--- src/cansigx_pkg.sv ---
// Shared types and constants for the CAN signal extractor.
package cansigx_pkg;

    localparam int NUM_SIGNALS    = 16;
    localparam int MAX_FIELD_BITS = 32;
    localparam int INDEX_SPAN     = 16;
    localparam int TBL_DEPTH      = (NUM_SIGNALS < INDEX_SPAN) ? NUM_SIGNALS : INDEX_SPAN;
    localparam int TBL_IDX_W      = (TBL_DEPTH > 1) ? $clog2(TBL_DEPTH) : 1;

    localparam int ID_W      = 11;
    localparam int START_W   = 6;
    localparam int LEN_W     = 6;
    localparam int INDEX_W   = 4;
    localparam int PAYLOAD_W = 64;
    localparam int VALUE_W   = 32;

    localparam int IN_DATA_W  = 104;
    localparam int OUT_DATA_W = 40;

    typedef enum logic {
        OP_TABLE_WRITE = 1'b0,
        OP_FRAME       = 1'b1
    } op_t;

    typedef enum logic {
        ST_IDLE,
        ST_SCAN
    } state_t;

    typedef struct packed {
        logic [ID_W-1:0]    id;
        logic [START_W-1:0] start;
        logic [LEN_W-1:0]   length;
    } entry_t;

endpackage

--- src/can_signal_extractor.sv ---
// Table-driven CAN signal extractor: signal table, scan sequencer and field extraction unit.
//
// A table write produces nothing. A frame is taken, then the sequencer walks the table
// one entry per cycle while the output is not stalled, through a single extraction
// unit, up to the last matching entry. One request is emitted per matching entry, in
// index order, with tlast on the final one. The input is not ready during the walk; a
// frame that matches nothing leaves the block ready on the next cycle.
module can_signal_extractor
    import cansigx_pkg::*;
(
    input  logic                  clk,
    input  logic                  rst_n,
    input  logic                  s_axis_tvalid,
    output logic                  s_axis_tready,
    // table_index[3:0], entry_id[14:4], entry_start_bit[20:15], entry_length[26:21],
    // frame_id[37:27], frame_payload[101:38], zero fill
    input  logic [IN_DATA_W-1:0]  s_axis_tdata,
    // opcode
    input  logic                  s_axis_tuser,
    output logic                  m_axis_tvalid,
    input  logic                  m_axis_tready,
    // signal_index[3:0], signal_value[35:4], zero fill
    output logic [OUT_DATA_W-1:0] m_axis_tdata,
    // malformed
    output logic                  m_axis_tuser,
    output logic                  m_axis_tlast
);

    state_t                  state_reg, state_next;
    logic [TBL_IDX_W-1:0]    idx_reg, idx_next;
    logic [TBL_DEPTH-1:0]    match_reg, match_next;
    logic [PAYLOAD_W-1:0]    payload_reg;
    entry_t                  tbl_reg [TBL_DEPTH];

    logic                    out_valid_reg, out_valid_next;
    logic [INDEX_W-1:0]      out_index_reg;
    logic [VALUE_W-1:0]      out_value_reg;
    logic                    out_bad_reg;
    logic                    out_last_reg;

    logic [INDEX_W-1:0]      in_table_index;
    entry_t                  in_entry;
    logic [ID_W-1:0]         in_frame_id;
    logic [PAYLOAD_W-1:0]    in_payload;
    logic                    in_accept;
    logic                    in_is_frame;
    logic [TBL_DEPTH-1:0]    match_vec;

    entry_t                  cur;
    logic [2:0]              byte_pos;
    logic [2:0]              bit_ofs;
    logic [LEN_W-1:0]        len;
    logic [PAYLOAD_W-1:0]    win;
    logic [7:0]              b0, b1, b2, b3;
    logic [3:0]              nbytes;
    logic [3:0]              rbits;
    logic [7:0]              last_byte;
    logic [23:0]             whole;
    logic [7:0]              part_mask;
    logic [7:0]              part;
    logic                    bad;
    logic [VALUE_W-1:0]      value;
    logic [TBL_DEPTH-1:0]    rest;
    logic                    out_free;
    logic                    load_out;

    assign in_table_index = s_axis_tdata[3:0];
    assign in_entry.id     = s_axis_tdata[14:4];
    assign in_entry.start  = s_axis_tdata[20:15];
    assign in_entry.length = s_axis_tdata[26:21];
    assign in_frame_id    = s_axis_tdata[37:27];
    assign in_payload     = s_axis_tdata[101:38];

    assign in_accept   = s_axis_tvalid && s_axis_tready;
    assign in_is_frame = (op_t'(s_axis_tuser) == OP_FRAME);

    always_comb
    begin
        for (int i = 0; i < TBL_DEPTH; i++)
        begin
            match_vec[i] = (tbl_reg[i].id == in_frame_id);
        end
    end

    // Extraction unit, one table entry per cycle unless the output stalls
    always_comb
    begin
        cur       = tbl_reg[idx_reg];
        byte_pos  = cur.start[5:3];
        bit_ofs   = cur.start[2:0];
        len       = cur.length;
        win       = payload_reg >> {byte_pos, 3'b000};
        b0        = win[7:0];
        b1        = win[15:8];
        b2        = win[23:16];
        b3        = win[31:24];
        nbytes    = 4'((7'(len) + 7'd7) >> 3);
        rbits     = (len[2:0] == 3'd0) ? 4'd8 : {1'b0, len[2:0]};
        unique case (nbytes)
            4'd1:    last_byte = b0;
            4'd2:    last_byte = b1;
            4'd3:    last_byte = b2;
            4'd4:    last_byte = b3;
            default: last_byte = 8'd0;
        endcase
        unique case (nbytes)
            4'd2:    whole = {16'd0, b0};
            4'd3:    whole = {8'd0, b0, b1};
            4'd4:    whole = {b0, b1, b2};
            default: whole = 24'd0;
        endcase
        part_mask = 8'((9'd1 << rbits) - 9'd1);
        part      = (last_byte >> bit_ofs) & part_mask;
        bad       = (len > LEN_W'(MAX_FIELD_BITS))
                    || ((len != '0) && ((4'(bit_ofs) + rbits) > 4'd8));
        if (bad || (len == '0))
        begin
            value = '0;
        end
        else
        begin
            value = (VALUE_W'(whole) << rbits) | VALUE_W'(part);
        end
    end

    assign rest     = match_reg & ~(TBL_DEPTH'(1) << idx_reg);
    assign out_free = !out_valid_reg || m_axis_tready;

    always_comb
    begin
        state_next     = state_reg;
        idx_next       = idx_reg;
        match_next     = match_reg;
        s_axis_tready  = 1'b0;
        load_out       = 1'b0;
        out_valid_next = out_valid_reg && !m_axis_tready;
        unique case (state_reg)
            ST_IDLE:
            begin
                s_axis_tready = 1'b1;
                if (in_accept && in_is_frame && (match_vec != '0))
                begin
                    state_next = ST_SCAN;
                    idx_next   = '0;
                    match_next = match_vec;
                end
            end
            ST_SCAN:
            begin
                if (match_reg[idx_reg])
                begin
                    if (out_free)
                    begin
                        load_out       = 1'b1;
                        out_valid_next = 1'b1;
                        match_next     = rest;
                        if (rest == '0)
                        begin
                            state_next = ST_IDLE;
                        end
                        else
                        begin
                            idx_next = idx_reg + 1'b1;
                        end
                    end
                end
                else
                begin
                    idx_next = idx_reg + 1'b1;
                end
            end
            default:
            begin
                state_next = ST_IDLE;
            end
        endcase
    end

    always_ff @(posedge clk or negedge rst_n)
    begin
        if (!rst_n)
        begin
            state_reg     <= ST_IDLE;
            idx_reg       <= '0;
            match_reg     <= '0;
            out_valid_reg <= 1'b0;
        end
        else
        begin
            state_reg     <= state_next;
            idx_reg       <= idx_next;
            match_reg     <= match_next;
            out_valid_reg <= out_valid_next;
        end
    end

    // Signal table
    always_ff @(posedge clk or negedge rst_n)
    begin
        if (!rst_n)
        begin
            for (int i = 0; i < TBL_DEPTH; i++)
            begin
                tbl_reg[i] <= '0;
            end
        end
        else if (in_accept && !in_is_frame && (int'(in_table_index) < TBL_DEPTH))
        begin
            tbl_reg[in_table_index[TBL_IDX_W-1:0]] <= in_entry;
        end
    end

    always_ff @(posedge clk)
    begin
        if (in_accept && in_is_frame)
        begin
            payload_reg <= in_payload;
        end
        if (load_out)
        begin
            out_index_reg <= INDEX_W'(idx_reg);
            out_value_reg <= value;
            out_bad_reg   <= bad;
            out_last_reg  <= (rest == '0);
        end
    end

    assign m_axis_tvalid = out_valid_reg;
    assign m_axis_tdata  = {4'd0, out_value_reg, out_index_reg};
    assign m_axis_tuser  = out_bad_reg;
    assign m_axis_tlast  = out_last_reg;

    a_scan_has_work: assert property (@(posedge clk) disable iff (!rst_n)
        (state_reg == ST_SCAN) |-> (match_reg != '0))
        else $error("scan running with no pending match");

    a_malformed_zero: assert property (@(posedge clk) disable iff (!rst_n)
        (m_axis_tvalid && m_axis_tuser) |-> (m_axis_tdata[35:4] == '0))
        else $error("malformed result carries nonzero value");

    a_no_match_idle: assert property (@(posedge clk) disable iff (!rst_n)
        (in_accept && in_is_frame && (match_vec == '0)) |=> (state_reg == ST_IDLE))
        else $error("unmatched frame started a scan");

    a_last_ends_scan: assert property (@(posedge clk) disable iff (!rst_n)
        load_out && (rest == '0) |=> (state_reg == ST_IDLE) && m_axis_tlast)
        else $error("final result did not end the scan");

endmodule

--- config.mk ---
export PLATFORM = sky130hd
export DESIGN_NAME = can_signal_extractor
export DESIGN_NICKNAME = d
export VERILOG_FILES = /design/src/cansigx_pkg.sv /design/src/can_signal_extractor.sv
export SDC_FILE = /design/constraint.sdc
export NUM_CORES = 1
export LEC_CHECK = 0
export BUFFER_PORTS_ARGS = -buffer_cell sky130_fd_sc_hd__buf_2
export CORE_MARGIN = 8
export CORE_UTILIZATION = 56
export CTS_CLUSTER_DIAMETER = 200
export DETAILED_ROUTE_END_ITERATION = 8
export HOLD_SLACK_MARGIN = 0.12
export PLACE_DENSITY = 0.77
export SYNTH_ARGS = -nofsm -noshare
export SYNTH_HDL_FRONTEND = slang
export SYNTH_SLANG_ARGS = --single-unit
--- constraint.sdc ---
create_clock -name clk -period 4.45 [get_ports clk]
set_input_delay 0.445 -clock clk [delete_from_list [all_inputs] [get_ports clk]]
set_output_delay 0.445 -clock clk [all_outputs]
set_load 0.005 [all_outputs]
==> reports/metrics.cfg <==
[outcome]
outcome = finished clean

[die]
core-area_um2 = 46160
num_rows = 79
fp.dieW_um = 231.5
die_h_um = 231.5
start_util = 0.5636
pin_count = 153
die_area_um2 = 53610

[yosys]
synth_cell_types = 96
synth_area_leaders = dfrtp_1 (38%), mux2_2 (17%), edfxtp_1 (12%), mux4_2 (3.4%), xnor2_1 (3.4%)
yosys_register_bits = 492
synth_xor_area_frac = 0.06127
synth_enable_flop_cells = 102
yosys_warnings = 0
yosysMostFrequentCell = dfrtp_1
ys_seq_area_frac = 0.4929
synthCells = 2147
synth_fa_ha_area_frac = 0.005964
muxShareOfSynthArea = 0.2282
synth_top_area_frac = 0.3751
yosysTopAreaCell = dfrtp_1
synth_top_family_by_area = multiplexers
synth_compound_area_frac = 0.09917
synth_simple_gate_area_frac = 0.07743
syn_area_per_cell_um2 = 12.12
async_flop_share = 0.7927
syn_area_um2 = 26010
synth_ff_type = dfrtp_1
yosys-top-cells-count = dfrtp_1 (390), mux2_2 (387), clkbuf_1 (119), edfxtp_1 (102), xnor2_1 (100)

[routing]
wl_um = 76520
drtIter0Drc = 1908
viasPerCell = 6.377
ant_nets = 0
dr.pass1.iters = 6
dr_total_vias = 19234
wl_per_cell_um = 25.37
drc = 0

[grt]
grt_first_pass_wirelength_um = 119100
track_usage = 0.2840
antenna_found_initial = 3
grt_max_degree = 136
grt_overflow_total = 0
grt_pass1_vias = 19985

[clocking]
cts_tree = built
ctsLongestPathBuffers = 3
cts_root_buf = clkbuf_16
cts_buffers = 52
cts.sinks = 492
clock_latency_ns = 0.62
clk_pin_slew_ns = 0.07
htreeDepth = 2

[hold_path]
min-delay-start = m_axis_tready
hold_class = in -> reg
holdPathStages = 3

[worst_setup_path]
reg2reg_depth = 12
crit_slowest_cell = dfrtp_4
required_ns = 4.77
cpPeakStageDelay_ns = 0.57
critPathLaunchType = flop
worstReg2RegStart = idx_reg[0]
critPathKind = reg -> reg
cp.arrival_ns = 4.65
endpoint_kind = flop
critPathMaxFanout = 19
crit_start = idx_reg[0]
worstPathCellList = buf_4 > mux4_2 > mux2i_4 > or2b_1 > nand2_8 > mux2_1 > a221oi_1 > o22ai_1 > nor3_1 > nor3_2 > o31ai_1 > a31oi_1

[timing]
hold_viol_final = 0
finalSetupTns_ns = 0
fmax_mhz = 230.9
tightest_slew_ns = 1.028
finalCritPeriodShare = 0.9733
slew_violations = 0
setup_viol_count_final = 0
setup_slack_ns = 0.1189
max_slew_margin = 0.3150
fin_crit_ns = 4.331
fin_skew_ns = 0.02381

[cells_and_area]
synthToLayoutAreaGrowth_pct = 16.05
final_core_util = 0.6541
largest_reg_flops = 368
multiInputGateArea_um2 = 12400
seq_area_um2 = 12830
fin_nets = 2483
final_cell_area_um2 = 30190
drive_gt1_frac = 0.3462
fill_cells = 3403

[job]
drv_cap = 0

[placed_design]
finalWeightedCongestion = 0.9930
pre_cts_ws_ns = 0.09859
dp_hpwl_um = 49680
port_buffers = 146
place_area_um2 = 27720

[pwr]
irDropWorstVdd_uv = 318.6
p_leak_nw = 13.67
power_density_nw_per_um2 = 311.6

## final cells by class
cell class	instances	area share
Sequential cell	492	0.4249
Multi-Input combinational cell	1461	0.4106
Timing Repair Buffer	333	0.07973
Clock buffer	74	0.04985
Tap cell	607	0.02516
Clock inverter	23	0.006714
Inverter	23	0.002860
Antenna cell	3	0.0002487
## power by group
group          switching [W]  internal (W)  leakage [nW]
sequential         0.0000112       0.00462          6.41
combinational       0.000294      0.000172          6.42
clock                0.00184       0.00248         0.835
## logic make-up after synthesis
family	after synthesis
mux	491
fa+ha+maj	12
flops	492
other cells	2
simple gates	398
buf+inv	197
compound gates	373
xor+xnor	182
## repair_timing
action                                  4_1_cts  5_1_grt
endpoints found under the setup margin        0       18
setup buffers                                 0        5
resized for setup                             0       16
hold buffers                                 65        0
endpoints found under the hold margin       193        0
## final timing paths
kind                       slack (ns)               end
setup / recovery                 0.12  out_value_reg[8]
hold reg to reg                  0.50      tbl_reg[145]
setup reg to reg                 0.12  out_value_reg[8]
min in group asynchronous        0.57      tbl_reg[318]
max in group asynchronous        2.69      tbl_reg[251]
hold / removal                   0.29     m_axis_tvalid
## cell usage in the layout (no fill, tap or decap), drive strengths merged, types with 17 or more instances in the layout
cell	netlist	routed
a211oi	26	26
a21oi	67	67
a221oi	20	20
a22oi	18	18
a31oi	18	18
buf	55	268
clkbuf	119	74
dfrtp	390	390
dlygate4sd3	0	65
edfxtp	102	102
inv	22	26
mux2	390	390
mux2i	61	61
mux4	40	40
nand2	95	95
nand3	77	77
nand4	31	31
nor2	74	74
nor3	54	54
o21ai	96	96
o22ai	23	23
o32ai	17	17
xnor2	100	100
xor2	82	82
## metrics by stage
| step | hold WS [ns] | total power (W) | cells |
|---|---|---|---|
| floorplan | 0.1494 | 0.004907 | 2150 |
| global placement | 0.4801 | 0.005107 | 2846 |
| detailed placement | 0.4880 | 0.005122 | 2846 |
| CTS | 0.2400 | 0.009475 | 3008 |
| global route | 0.2678 | 0.009695 | 3014 |
| finish | 0.2862 | 0.009407 | 3016 |
## worst max-delay path, delay by kind of cell (launching register included)
| kind | cells | cell delay (ns) |
|---|---|---|
| and+or+nand+nor | 4 | 1.00 |
| muxes | 3 | 1.11 |
| DFF | 1 | 0.57 |
| buffers and inverters | 1 | 0.18 |
| AOI/OAI and AO/OA | 4 | 1.18 |
## layer usage
metal	global-route usage	wire length, um	vias to the layer above
met5	0	13	-
met4	0.1098	3056	2
met3	0.05270	5984	186
met2	0.4446	35430	885
met1	0.3911	32040	9746
li1	-	-	8415
Note: power is estimated with default switching activity, not from simulation.
